--- src/rtl/sfcx_pkg.sv ---
package sfcx_pkg;

    // Frame layout codes
    localparam logic [7:0] STX_CODE = 8'h02;
    localparam logic [7:0] CR_CODE  = 8'h0D;
    localparam logic [7:0] LF_CODE  = 8'h0A;

    // STX, ETX position, checksum, CR, LF
    localparam int MIN_FRAME = 5;

    // Default buffer depth in bytes
    localparam int MAX_FRAME_DEF = 64;

    // Result status codes
    localparam logic [1:0] STAT_OK       = 2'd0;
    localparam logic [1:0] STAT_BAD_FMT  = 2'd1;
    localparam logic [1:0] STAT_BAD_CHK  = 2'd2;
    localparam logic [1:0] STAT_TOO_LONG = 2'd3;

    // Input word: one received byte
    typedef struct packed {
        logic [7:0] rx_byte;
        logic       frame_end;
    } in_word_t;

    // Output word: one result
    typedef struct packed {
        logic [7:0] data_byte;
        logic       byte_present;
        logic [1:0] status;
        logic       end_of_result;
    } out_word_t;

endpackage

--- src/rtl/stx_frame_checker_xor_core.sv ---
// STX frame checker with XOR checksum.
//
// Input channel (s_valid/s_ready/s_data): one received byte per word, with
// frame_end set on the last byte of a response frame. Bytes go into a
// MAX_FRAME deep buffer memory; the format and checksum tests are tracked on
// the fly, so the verdict is ready on the cycle the last byte is taken.
// Result channel (m_valid/m_ready/m_data): for a good frame the payload bytes
// come out one per word with end_of_result on the last; an empty payload, a
// bad frame or an overlong frame gives a single word with byte_present low.
//
// Throughput: one input byte per cycle while a frame is received. After the
// last byte the payload is read back from the buffer, one read and one output
// load per byte; a read waits for a free output register, and the next read
// waits until the single read port has returned the data. A status word
// leaves once the output register is free. Input is held off while results
// are being produced; a word waiting in the output register does not block
// new bytes. A stalled receiver simply holds the current result word.
// Reset (aresetn low, synchronous) clears the byte counter and handshake state; the
// buffer contents are not cleared and need no clearing pass.
module stx_frame_checker_xor_core #(
    parameter int MAX_FRAME = sfcx_pkg::MAX_FRAME_DEF
) (
    input  logic               aclk,
    input  logic               aresetn,
    input  logic               s_valid,
    output logic               s_ready,
    input  sfcx_pkg::in_word_t s_data,
    output logic               m_valid,
    input  logic               m_ready,
    output sfcx_pkg::out_word_t m_data
);

    localparam int AW = (MAX_FRAME > 1) ? $clog2(MAX_FRAME) : 1;
    localparam int CW = $clog2(MAX_FRAME + 1);

    typedef enum logic [2:0] {
        ST_IDLE  = 3'b001,
        ST_EMIT  = 3'b010,
        ST_FINAL = 3'b100
    } state_t;

    state_t              state_reg, state_next;
    logic [CW-1:0]       count_reg, count_next;
    logic                too_long_reg, too_long_next;
    logic                stx_ok_reg, stx_ok_next;
    logic [7:0]          xacc_reg, xacc_next;
    logic [7:0]          l1_reg, l1_next;
    logic [7:0]          l2_reg, l2_next;
    logic [AW-1:0]       rd_addr_reg, rd_addr_next;
    logic [AW-1:0]       end_addr_reg, end_addr_next;
    logic                rd_pend_reg, rd_pend_next;
    logic                rd_last_reg, rd_last_next;
    logic [1:0]          fin_stat_reg, fin_stat_next;
    logic                m_valid_reg, m_valid_next;
    sfcx_pkg::out_word_t m_data_reg, m_data_next;

    logic [7:0] frame_mem [MAX_FRAME];
    logic [7:0] rd_data_reg;
    logic       mem_we;
    logic       rd_en;

    logic          s_accept;
    logic          m_free;
    logic          room;
    logic [CW-1:0] n_bytes;
    logic [CW-1:0] plen;
    logic          fmt_ok;
    logic          chk_ok;

    assign s_ready  = (state_reg == ST_IDLE);
    assign s_accept = s_valid && s_ready;
    assign m_free   = !m_valid_reg || m_ready;
    assign m_valid  = m_valid_reg;
    assign m_data   = m_data_reg;

    // Frame-end tests, based on the bytes seen so far plus the current one
    assign room    = (count_reg < CW'(MAX_FRAME));
    assign n_bytes = room ? (count_reg + CW'(1)) : count_reg;
    assign plen    = n_bytes - CW'(sfcx_pkg::MIN_FRAME);
    assign fmt_ok  = (n_bytes >= CW'(sfcx_pkg::MIN_FRAME)) && stx_ok_reg &&
                     (l1_reg == sfcx_pkg::CR_CODE) &&
                     (s_data.rx_byte == sfcx_pkg::LF_CODE);
    // xacc covers bytes 1..n-2; strip CR and checksum to get 1..n-4
    assign chk_ok  = ((xacc_reg ^ l1_reg ^ l2_reg) == l2_reg);

    // Next-state logic
    always_comb begin
        state_next    = state_reg;
        count_next    = count_reg;
        too_long_next = too_long_reg;
        stx_ok_next   = stx_ok_reg;
        xacc_next     = xacc_reg;
        l1_next       = l1_reg;
        l2_next       = l2_reg;
        rd_addr_next  = rd_addr_reg;
        end_addr_next = end_addr_reg;
        rd_pend_next  = rd_pend_reg;
        rd_last_next  = rd_last_reg;
        fin_stat_next = fin_stat_reg;
        m_valid_next  = m_valid_reg;
        m_data_next   = m_data_reg;
        mem_we        = 1'b0;
        rd_en         = 1'b0;

        if (m_valid_reg && m_ready) begin
            m_valid_next = 1'b0;
        end

        case (state_reg)
            ST_IDLE: begin
                if (s_accept) begin
                    l1_next = s_data.rx_byte;
                    l2_next = l1_reg;
                    if (room) begin
                        mem_we     = 1'b1;
                        count_next = count_reg + CW'(1);
                        if (count_reg == '0) begin
                            stx_ok_next = (s_data.rx_byte == sfcx_pkg::STX_CODE);
                        end else begin
                            xacc_next = xacc_reg ^ s_data.rx_byte;
                        end
                    end else begin
                        too_long_next = 1'b1;
                    end

                    if (s_data.frame_end) begin
                        count_next    = '0;
                        too_long_next = 1'b0;
                        xacc_next     = '0;
                        state_next    = ST_FINAL;
                        if (too_long_reg || !room) begin
                            fin_stat_next = sfcx_pkg::STAT_TOO_LONG;
                        end else if (!fmt_ok) begin
                            fin_stat_next = sfcx_pkg::STAT_BAD_FMT;
                        end else if (!chk_ok) begin
                            fin_stat_next = sfcx_pkg::STAT_BAD_CHK;
                        end else if (plen == '0) begin
                            fin_stat_next = sfcx_pkg::STAT_OK;
                        end else begin
                            state_next    = ST_EMIT;
                            rd_addr_next  = AW'(1);
                            end_addr_next = plen[AW-1:0];
                            rd_pend_next  = 1'b0;
                        end
                    end
                end
            end

            ST_EMIT: begin
                // Land the pending read in the output register
                if (rd_pend_reg) begin
                    m_valid_next = 1'b1;
                    m_data_next  = '{data_byte:     rd_data_reg,
                                     byte_present:  1'b1,
                                     status:        sfcx_pkg::STAT_OK,
                                     end_of_result: rd_last_reg};
                    rd_pend_next = 1'b0;
                    if (rd_last_reg) begin
                        state_next = ST_IDLE;
                    end
                end else if (m_free) begin
                    // Issue the next payload read
                    rd_en        = 1'b1;
                    rd_pend_next = 1'b1;
                    rd_last_next = (rd_addr_reg == end_addr_reg);
                    rd_addr_next = rd_addr_reg + AW'(1);
                end
            end

            ST_FINAL: begin
                if (m_free) begin
                    m_valid_next = 1'b1;
                    m_data_next  = '{data_byte:     8'h00,
                                     byte_present:  1'b0,
                                     status:        fin_stat_reg,
                                     end_of_result: 1'b1};
                    state_next   = ST_IDLE;
                end
            end

            default: begin
                state_next = ST_IDLE;
            end
        endcase
    end

    // Control registers
    always_ff @(posedge aclk) begin
        if (!aresetn) begin
            state_reg    <= ST_IDLE;
            count_reg    <= '0;
            too_long_reg <= 1'b0;
            xacc_reg     <= '0;
            rd_pend_reg  <= 1'b0;
            m_valid_reg  <= 1'b0;
        end else begin
            state_reg    <= state_next;
            count_reg    <= count_next;
            too_long_reg <= too_long_next;
            xacc_reg     <= xacc_next;
            rd_pend_reg  <= rd_pend_next;
            m_valid_reg  <= m_valid_next;
        end
    end

    // Payload registers
    always_ff @(posedge aclk) begin
        stx_ok_reg   <= stx_ok_next;
        l1_reg       <= l1_next;
        l2_reg       <= l2_next;
        rd_addr_reg  <= rd_addr_next;
        end_addr_reg <= end_addr_next;
        rd_last_reg  <= rd_last_next;
        fin_stat_reg <= fin_stat_next;
        m_data_reg   <= m_data_next;
    end

    // Frame buffer: one write port, one registered read port
    always_ff @(posedge aclk) begin
        if (mem_we) begin
            frame_mem[count_reg[AW-1:0]] <= s_data.rx_byte;
        end
        if (rd_en) begin
            rd_data_reg <= frame_mem[rd_addr_reg];
        end
    end

    // A pending read always finds the output register free
    a_pend_free: assert property (@(posedge aclk) disable iff (!aresetn)
        rd_pend_reg |-> (!m_valid_reg || m_ready))
        else $error("read data landed while output word was held");

    // Reads are only in flight while emitting
    a_pend_emit: assert property (@(posedge aclk) disable iff (!aresetn)
        rd_pend_reg |-> (state_reg == ST_EMIT))
        else $error("read pending outside emit state");

    // Byte count never passes the buffer depth
    a_count_max: assert property (@(posedge aclk) disable iff (!aresetn)
        count_reg <= CW'(MAX_FRAME))
        else $error("byte count beyond buffer depth");

    // A word without a payload byte always closes the frame
    a_status_last: assert property (@(posedge aclk) disable iff (!aresetn)
        (m_valid && !m_data.byte_present) |-> m_data.end_of_result)
        else $error("status word without end marker");

    // Frame end stops input until results are out
    a_end_busy: assert property (@(posedge aclk) disable iff (!aresetn)
        (s_accept && s_data.frame_end) |=> !s_ready)
        else $error("input taken right after frame end");

endmodule

--- config.mk ---
export PLATFORM = sky130hd
export DESIGN_NAME = stx_frame_checker_xor_core
export DESIGN_NICKNAME = d
export VERILOG_FILES = /design/src/rtl/sfcx_pkg.sv /design/src/rtl/stx_frame_checker_xor_core.sv
export SDC_FILE = /design/constraint.sdc
export NUM_CORES = 1
export LEC_CHECK = 0
export BUFFER_PORTS_ARGS = -buffer_cell sky130_fd_sc_hd__buf_2
export CAP_MARGIN = 15
export CORE_MARGIN = 2
export CORE_UTILIZATION = 56
export CTS_BUF_LIST = sky130_fd_sc_hd__clkbuf_2
export CTS_CLUSTER_SIZE = 28
export DETAILED_ROUTE_END_ITERATION = 16
export GPL_TIMING_DRIVEN = 0
export PLACE_DENSITY = 0.72
export SLEW_MARGIN = 20
export SYNTH_ARGS = -nofsm -noshare
export SYNTH_HDL_FRONTEND = slang
export SYNTH_SLANG_ARGS = --single-unit
--- constraint.sdc ---
create_clock -name aclk -period 7.6 [get_ports aclk]
set_clock_uncertainty 0.05 [all_clocks]
set_input_delay 0 -clock aclk [delete_from_list [all_inputs] [get_ports aclk]]
set_output_delay 0 -clock aclk [all_outputs]
set_load 0.02 [all_outputs]
Word-level counts from Yosys, hierarchy flattened
Memory sizes are Yosys's and may differ from the RTL's. A register that Yosys moved wholly into a read port is not among the register bits.
Cells that the tools add are included.
W data, S select, Z words.
{"block": "op_classes", "mux": 51, "n_bitwise": 7, "reduce_logical": 26, "n_addsub": 3, "order_cmp": 2, "eq_ne": 22}
{"op": "$mux W6", "n": 8}
{"op": "$mux W3", "n": 9}
{"op": "$mux W12", "n": 2}
{"op": "$mux W8", "n": 3}
{"op": "$pmux W12 S2", "n": 1}
{"op": "$xor A8 B8 Y8", "n": 3}
{"op": "$mux W1", "n": 19}
{"op": "$ne A2 B2 Y1 const B", "n": 9}
{"op": "$eq A8 B4 Y1 const B", "n": 2}
{"op": "$logic_not A7 Y1", "n": 2}
{"op": "$mux W7", "n": 2}
{"op": "$reduce_and A7 Y1", "n": 2}
{"op": "$pmux W6 S2", "n": 1}
{"op": "$reduce_and A4 Y1", "n": 3}
{"op": "$pmux W3 S3", "n": 1}
{"op": "$reduce_and A3 Y1", "n": 3}
{"op": "$reduce_and A9 Y1", "n": 1}
{"op": "$eq A8 B2 Y1 const B", "n": 1}
{"op": "$eq A8 B8 Y1", "n": 1}
{"op": "$ne A2 B1 Y1 const B", "n": 4}
{"op": "$add A7 B1 Y7 const B", "n": 1}
{"op": "$ge A7 B3 Y1 const B", "n": 1}
{"op": "$lt A7 B7 Y1 const B", "n": 1}
{"op": "$sub A7 B3 Y7 const B", "n": 1}
{"op": "other kinds (16)", "n": 30}
{"block": "word_totals", "ff_bits": 65, "n_memories": 1, "output_inout_bits": 14, "input_bits": 13, "elab_cells": 130, "ram_bits": 512}
{"name": "frame_mem", "depth": 64, "width": 8, "rd": 1, "rd_ports_with_merged_regs": 1, "wr": 1, "line": "stx_frame_checker_xor_core.sv:57", "text": "logic [7:0] frame_mem [MAX_FRAME];"}

Depth between registers and ports, before layout
Gate-level depths: netlist of run 1.
{"block": "logic_depth", "depth_word": 11, "mapped_depth": 10, "ltp_nobuf": 9}

Worst setup path after synthesis of run 1
No wires, ideal clock.
{"block": "synth_path", "path_kind": "register to register", "from": "reg count_reg[0]", "to": "reg end_addr_reg[0], enable pin", "slack_ps": 4634, "t_arrival_ps": 2530, "path_stages_with_launch": 10, "t_required_ps": 7164, "setup_time_ps": 386, "synth_period_minus_slack_ps": 2966, "path_buffers": 1, "cell_sequence": "dfxtp_1 buf_2 inv_1 ha_1 mux2i_1 ha_1 o221ai_1 mux2i_1 nand3_1 nor4bb_1"}
{"block": "synth_between", "elab_chain_len": 7, "word_cells_on_any_way": 14, "classes_between": "add/sub: 2; order compare: 2; mux: 1; bitwise: 2; reduce/logical: 7"}
{"item": "start: declaration", "line": "stx_frame_checker_xor_core.sv:43", "text": "logic [CW-1:0] count_reg, count_next;"}
{"item": "start signal: assignment", "line": "stx_frame_checker_xor_core.sv:198", "text": "count_reg <= count_next;"}
{"item": "parallel branches: the longest is 6 deep, another holds $add A7 B1 Y7"}
{"item": "$reduce_and A7 Y1 (no line) *"}
{"item": "end signal: assignment", "line": "stx_frame_checker_xor_core.sv:212", "text": "end_addr_reg <= end_addr_next;"}
{"item": "end: declaration", "line": "stx_frame_checker_xor_core.sv:50", "text": "logic [AW-1:0] end_addr_reg, end_addr_next;"}
Every way passes the cells marked *.
A chain may end at the register's enable or synchronous reset.

Worst setup path in the final report of run 1
{"block": "layout_path", "from": "reg state_reg[0]", "to": "mem frame_mem[61][6], enable pin"}
{"block": "layout_between", "elab_chain_len": 6}
{"item": "start: declaration", "line": "stx_frame_checker_xor_core.sv:42", "text": "state_t state_reg, state_next;"}
{"item": "start signal: assignment", "line": "stx_frame_checker_xor_core.sv:197", "text": "state_reg <= state_next;"}
{"item": "$eq A3 B1 Y1 *", "line": "stx_frame_checker_xor_core.sv:70, stx_frame_checker_xor_core.sv:109"}
{"item": "$logic_and A1 B1 Y1", "line": "stx_frame_checker_xor_core.sv:71", "text": "assign s_accept = s_valid && s_ready;"}
{"item": "$mux W1", "line": "stx_frame_checker_xor_core.sv:111", "text": "if (s_accept) begin"}
{"item": "$mux W1 *", "line": "stx_frame_checker_xor_core.sv:109", "text": "case (state_reg)"}
{"item": "$mux W1 *", "line": "stx_frame_checker_xor_core.sv:220", "text": "if (mem_we) begin"}
{"item": "$mux W1 (implied by the code) *", "line": "stx_frame_checker_xor_core.sv:221", "text": "frame_mem[count_reg[AW-1:0]] <= s_data.rx_byte;"}
{"item": "end: declaration", "line": "stx_frame_checker_xor_core.sv:57"}
Every way passes the cells marked *; elsewhere a longest branch is shown, timed or not.

==> results of run 1 <==
-- stage by stage --
| step | worst slack (ns) | std cells | instance area (um2) | util (%) | hold WS, ns |
|---|---|---|---|---|---|
| 4_1_cts | 3.47 | 1925 | 25400 | 63.5 | 0.199 |
| 2_1_floorplan | 4.63 | 1088 | 22800 | - | 0.0489 |
| 5_1_grt | 3.26 | 1927 | 25400 | 63.6 | 0.299 |
| 3_5_place_dp | 3.54 | 1639 | 23600 | 59.0 | 0.247 |
| 3_3_place_gp | 3.65 | 1638 | 23600 | 59.0 | 0.236 |
| 6_report | 3.48 | 1928 | 25400 | 63.6 | 0.327 |
-- where the power goes --
group / switching (mW) / leakage, nW / internal (mW)
logic: 0.112 / 2.20 / 0.0501
clock network: 1.21 / 0.986 / 0.887
registers: 0.00602 / 5.17 / 3.49
total: 1.32 / 8.36 / 4.43
-- area by class of cell --
| type | count | area share (%) |
|---|---|---|
| flip-flops and latches | 577 | 67.3 |
| multi-input cells | 445 | 21.1 |
| well taps | 525 | 2.58 |
| clock buffers | 204 | 4.01 |
| clock inverters | 43 | 1.20 |
| inverters | 10 | 0.148 |
| plain buffers | 56 | 1.16 |
| repair buffers | 66 | 2.45 |
| diodes | 2 | 0.0197 |
-- placed cells by master, fill, tap and decap left out, types with 2 or more instances in the layout --
master and n:
inv_1 10, clkbuf_2 204, nor2_1 97, nand3b_1 4, clkinv_1 30, nor2b_1 8, a21oi_1 12, edfxtp_1 556
ha_1 6, mux4_2 168, nand2_1 26, o21bai_1 2, diode_2 2, nor4b_1 2, o31ai_1 2, mux2i_1 2
buf_4 9, buf_6 10, and2_1 12, clkinvlp_4 3, buf_12 7, xor2_1 19, or3_1 2, nand3_1 11
bufinv_16 5, clkbuf_1 31, o21ai_0 7, buf_1 7, dfxtp_1 21, xnor2_1 18, and3_1 7, nand4_1 5
dlygate4sd3_1 33, inv_2 4, a32oi_1 2, nand2b_1 3, nor3_1 10, buf_2 25
-- worst paths after layout --
| check | end | slack (ns) |
|---|---|---|
| worst min register to register | too_long_reg$_SDFFE_PN0P_ | 0.45 |
| worst max-delay path | frame_mem[61][6]$_DFFE_PP_ | 3.48 |
| worst max register to register | frame_mem[61][6]$_DFFE_PP_ | 3.48 |
| worst min-delay path | m_valid$_SDFF_PN0_ | 0.33 |
-- critical path, cell delays in order (launching register included) --
cell	delay [ns]
dfxtp_1	0.36
nor3b_1	0.55
nand2_1	0.16
inv_1	0.10
clkbuf_1	0.65
nand3_1	0.87
nor2_1	0.97
-- kinds of logic after synthesis --
| family | Yosys count | synth area share [%] |
|---|---|---|
| fa+ha+maj | 6 | 0.329 |
| compound gates | 37 | 1.04 |
| buf+inv | 66 | 1.46 |
| mux | 170 | 16.7 |
| xor+xnor | 37 | 1.42 |
| simple gates | 195 | 4.02 |
| flops | 577 | 75.1 |
-- per-layer routing --
layer,vias up,GRT usage [%],part of all wire [%]
li1,4971,-,-
met1,6173,37.5,40
met2,592,41.4,49
met3,76,5.88,8.7
met4,0,8.11,1.8
met5,-,0,0
==> results.sh, run 1 <==
export IMPL_status="finished, final reports clean"
export IMPL_worstMarginPinSlew_ns=0.980
export IMPL_synthCells=1088
export IMPL_core_mm2=0.0400
export IMPL_die_height_um=206
export IMPL_vias=11800
export IMPL_layout_min_cycle_time_ns=4.12
export IMPL_slew_headroom_pct=34.5
export IMPL_crit_path_max_fanout=17
export IMPL_drive_above_1_share_pct=31.5
export IMPL_worstHoldStart="m_ready"
export IMPL_synth_commonest_cells="edfxtp_1 (556), mux4_2 (168), nor2_1 (97), clkbuf_1 (31), nand2_1 (26)"
export IMPL_cts_hold_buf=39
export IMPL_path_clk_slew_ns=0.09
export IMPL_synth_edff_count=556
export IMPL_fin_crit_sh_pct=54.2
export IMPL_r2r_start="state_reg[0]$_SDFFE_PN1P_"
export IMPL_avgSynthCellArea_um2=21.0
export IMPL_ctsResizeCount=0
export IMPL_ios=27
export IMPL_insertion_delay_ns=1.09
export IMPL_arrival_ns=4.75
export IMPL_synth_distinct_cells=47
export IMPL_hold_viol=0
export IMPL_reg2reg_depth=6
export IMPL_synth_ff_type="edfxtp_1"
export IMPL_synthArstFlopShare_pct=0
export IMPL_grt_pass1_wl_um=77700
export IMPL_yosys_area_top_type="edfxtp_1"
export IMPL_syn_cell_area_mm2=0.0228
export IMPL_grt_pass1_vias=12000
export IMPL_cts_buffers=139
export IMPL_row_count=73
export IMPL_fmax_mhz=243
export IMPL_numClockSinks=577
export IMPL_hold_path_class="input pin to flip-flop"
export IMPL_grt_usage_pct=26.3
export IMPL_leakage_nw=8.36
export IMPL_ant_nets=0
export IMPL_n_fill_cell=2795
export IMPL_required_ns=8.23
export IMPL_grt_setup_unrepaired="no"
export IMPL_setup_viol=0
export IMPL_synth_most_common_cell="edfxtp_1"
export IMPL_vias_per_cell=6.13
export IMPL_yosys_warnings=0
export IMPL_drv_cap=0
export IMPL_total_power_mw=5.75
export IMPL_seq_area_frac_synth_pct=75.1
export IMPL_synth_seq_cells=577
export IMPL_vdd_drop_max_v=0.000132
export IMPL_cts_tree="done"
export IMPL_avgRoutedWirePerCell_um=27.4
export IMPL_startpoint="state_reg[0]$_SDFFE_PN1P_"
export IMPL_antenna_found_initial=2
export IMPL_largest_reg_flops=512
export IMPL_die_area_mm2=0.0424
export IMPL_fp_dieW_um=206
export IMPL_min_path_cells=6
export IMPL_cp_start_kind="flip-flop"
export IMPL_syn_to_final_growth_pct=11.5
export IMPL_multi_input_area_mm2=0.00537
export IMPL_place_congestion=0.808
export IMPL_setup_tns_final_ns=0
export IMPL_cts_path_max_buffers=3
export IMPL_drt_pass1_iterations=7
export IMPL_slew_violations=0
export IMPL_ys_top_cells_by_area="edfxtp_1 (73%), mux4_2 (17%), dfxtp_1 (1.8%), nor2_1 (1.6%), xor2_1 (0.73%)"
export IMPL_post_cts_buffers=0
export IMPL_hpwl_um=30000
export IMPL_io_buffers=25
export IMPL_drc=0
export IMPL_fin_nets=1314
export IMPL_critPathCaptureType="flip-flop"
export IMPL_grt_ovfl_total=0
export IMPL_drt_initial_drc_count=1346
export IMPL_cts_root_buffer="clkbuf_2"
export IMPL_critPathKind="flip-flop to flip-flop"
export IMPL_wl_um=52700
export IMPL_yosysTopAreaCellShare_pct=73.2
export IMPL_htree_levels=4
export IMPL_grt_max_degree=68
export IMPL_seqCellArea_mm2=0.0171
export IMPL_start_util_pct=57.0
export IMPL_syn_nets=1107
export IMPL_power_density_mw_per_mm2=226
Power figures use the tool's default switching activity.
==> inputs of run 2 (changes only) <==
--- a/config.mk
+++ b/config.mk
@@ -13,7 +13,7 @@
 export CTS_CLUSTER_SIZE = 28
 export DETAILED_ROUTE_END_ITERATION = 16
 export GPL_TIMING_DRIVEN = 0
-export PLACE_DENSITY = 0.72
+export PLACE_DENSITY = 0.75
 export SLEW_MARGIN = 20
 export SYNTH_ARGS = -nofsm -noshare
 export SYNTH_HDL_FRONTEND = slang
==> constraint.sdc (replaced) <==
create_clock -name aclk -period 3.7 [get_ports aclk]
set_clock_uncertainty 0.05 [all_clocks]
set_input_delay 0 -clock aclk [delete_from_list [all_inputs] [get_ports aclk]]
set_output_delay 0 -clock aclk [all_outputs]
set_load 0.02 [all_outputs]
==> run 2 against run 1 <==
Net effect:
- the run now ends with negative setup slack left
- cell count is 0.21% lower
- clock power rose by 97%
- sequential share of layout area shrank 0.28 points
- core utilization grew 0.26 points
- sequential cell count unchanged
- largest power group unchanged
- highest routed layer is now met5
==> results.sh, run 2 (same netlist as run 1, synthesis figures left out) <==
export IMPL_critPathCaptureType="flip-flop"
export IMPL_path_clk_slew_ns=0.09
export IMPL_slew_headroom_pct=23.1
export IMPL_drt_pass1_iterations=5
export IMPL_core_mm2=0.0400
export IMPL_hold_path_class="input pin to flip-flop"
export IMPL_cts_buffers=139
export IMPL_vias=11900
export IMPL_drive_above_1_share_pct=34.3
export IMPL_cts_path_max_buffers=3
export IMPL_post_cts_buffers=0
export IMPL_grt_pass1_vias=12100
export IMPL_r2r_slack_ns=-0.11
export IMPL_setup_viol=79
export IMPL_grt_setup_unrepaired="yes"
export IMPL_power_density_mw_per_mm2=456
export IMPL_die_height_um=206
export IMPL_critPathKind="flip-flop to flip-flop"
export IMPL_cts_root_buffer="clkbuf_2"
export IMPL_n_fill_cell=2697
export IMPL_r2r_start="state_reg[2]$_SDFFE_PN0P_"
export IMPL_vdd_drop_max_v=0.000198
export IMPL_drt_initial_drc_count=1499
export IMPL_antenna_found_initial=2
export IMPL_drc=0
export IMPL_final_cell_mix="edfxtp_1 (556), clkbuf_2 (196), mux4_2 (168)"
export IMPL_die_area_mm2=0.0424
export IMPL_cts_tree="done"
export IMPL_row_count=73
export IMPL_worstHoldStart="s_data[7]"
export IMPL_arrival_ns=4.44
export IMPL_status="finished, violations left"
export IMPL_fin_crit_sh_pct=103
export IMPL_avgRoutedWirePerCell_um=28.1
export IMPL_fin_ws_ns=-0.111
export IMPL_hpwl_um=31100
export IMPL_place_worst_setup_slack_ns=-0.168
export IMPL_grt_pass1_wl_um=78200
export IMPL_wl_um=54100
export IMPL_grt_usage_pct=26.8
export IMPL_vias_per_cell=6.19
export IMPL_required_ns=4.33
export IMPL_start_util_pct=57.0
export IMPL_hold_viol=0
export IMPL_layout_min_cycle_time_ns=3.81
export IMPL_cp_start_kind="flip-flop"
export IMPL_fmax_mhz=262
export IMPL_ios=27
export IMPL_place_congestion=0.811
export IMPL_worstMarginPinSlew_ns=1.15
export IMPL_postLayoutCoreUtil_pct=63.8
export IMPL_violations="negative setup slack"
export IMPL_fin_nets=1319
export IMPL_fin_area_mm2=0.0255
export IMPL_insertion_delay_ns=1.10
export IMPL_largest_reg_flops=512
export IMPL_leakage_nw=8.36
export IMPL_crit_path_max_fanout=10
export IMPL_drv_cap=0
export IMPL_numClockSinks=577
export IMPL_startpoint="state_reg[2]$_SDFFE_PN0P_"
export IMPL_slew_violations=0
export IMPL_dpl_cell_area_mm2=0.0236
export IMPL_ant_nets=0
export IMPL_grt_max_degree=68
export IMPL_io_buffers=25
export IMPL_fp_dieW_um=206
export IMPL_grt_ovfl_total=0
export IMPL_final_common_cell="edfxtp_1"
export IMPL_htree_levels=4
export IMPL_syn_to_final_growth_pct=12.0
## run 2: changes by cell type in the layout (fill, tap and decap cells not counted), moves of 2 or more
| cell | before | now |
|---|---|---|
| nor2_1 | 97 | 55 |
| nor2_2 | 0 | 42 |
| clkbuf_2 | 204 | 196 |
| dlygate4sd3_1 | 33 | 39 |
| inv_2 | 4 | 7 |
| clkinv_1 | 30 | 28 |
| nand3_1 | 11 | 9 |
| nand3_2 | 0 | 2 |
## run 2: final timing paths
path,endpoint,cells past startpoint
max,frame_mem[35][7]$_DFFE_PP_,6
min,frame_mem[32][6]$_DFFE_PP_,2
max reg2reg,frame_mem[35][7]$_DFFE_PP_,6
min reg2reg,too_long_reg$_SDFFE_PN0P_,2
## run 2: metrics by stage
step | hold slack [ns] | TNS (ns) | power, mW | instances
2_1_floorplan | 0.0489 | 0 | 7.44 | 1088
3_3_place_gp | 0.250 | -3.13 | 7.59 | 1638
3_5_place_dp | 0.251 | -9.44 | 7.60 | 1639
4_1_cts | 0.253 | -2.96 | 11.7 | 1923
5_1_grt | 0.0197 | -28.58 | 12.1 | 1924
6_report | 0.0744 | -3.94 | 11.6 | 1924
## run 2: power by group
group,internal (mW),switching [mW]
Sequential,7.17,0.0125
Clock,1.70,2.41
Combinational,0.106,0.243
Total,8.98,2.67
## run 2: worst max-delay path, cell delays in order, from the launching register on
cell	delay, ns
dfxtp_1	0.35
nor3b_1	0.59
nand2_1	0.16
clkbuf_1	0.25
nor2_1	0.36
nand3_1	0.89
nor2_2	0.79
## run 2: timing repair
item	in CTS	in global routing
hold endpoints to repair	588	0
hold buffers	45	0
endpoints found under the setup margin	122	340
resized for setup	14	35
cloned	0	0
## run 2: layer usage
metal,track usage (%),vias to the layer above,part of all wire [%]
met1,35.5,6094,36
met4,11.8,2,3.2
met5,0,-,0.033
li1,-,4989,-
met3,7.32,98,11
met2,42.1,728,50
## run 2: final cells by class
cell class                      count  area (um2)  share of cell area (%)
Antenna cell                        1        2.50                 0.00980
Buffer                             56         302                    1.18
Clock buffer                      196         981                    3.84
Clock inverter                     43         280                    1.10
Inverter                           10        37.5                   0.147
Multi-Input combinational cell    445        5500                    21.5
Sequential cell                   577       17100                    67.0
Tap cell                          525         657                    2.57
Timing Repair Buffer               71         663                    2.60
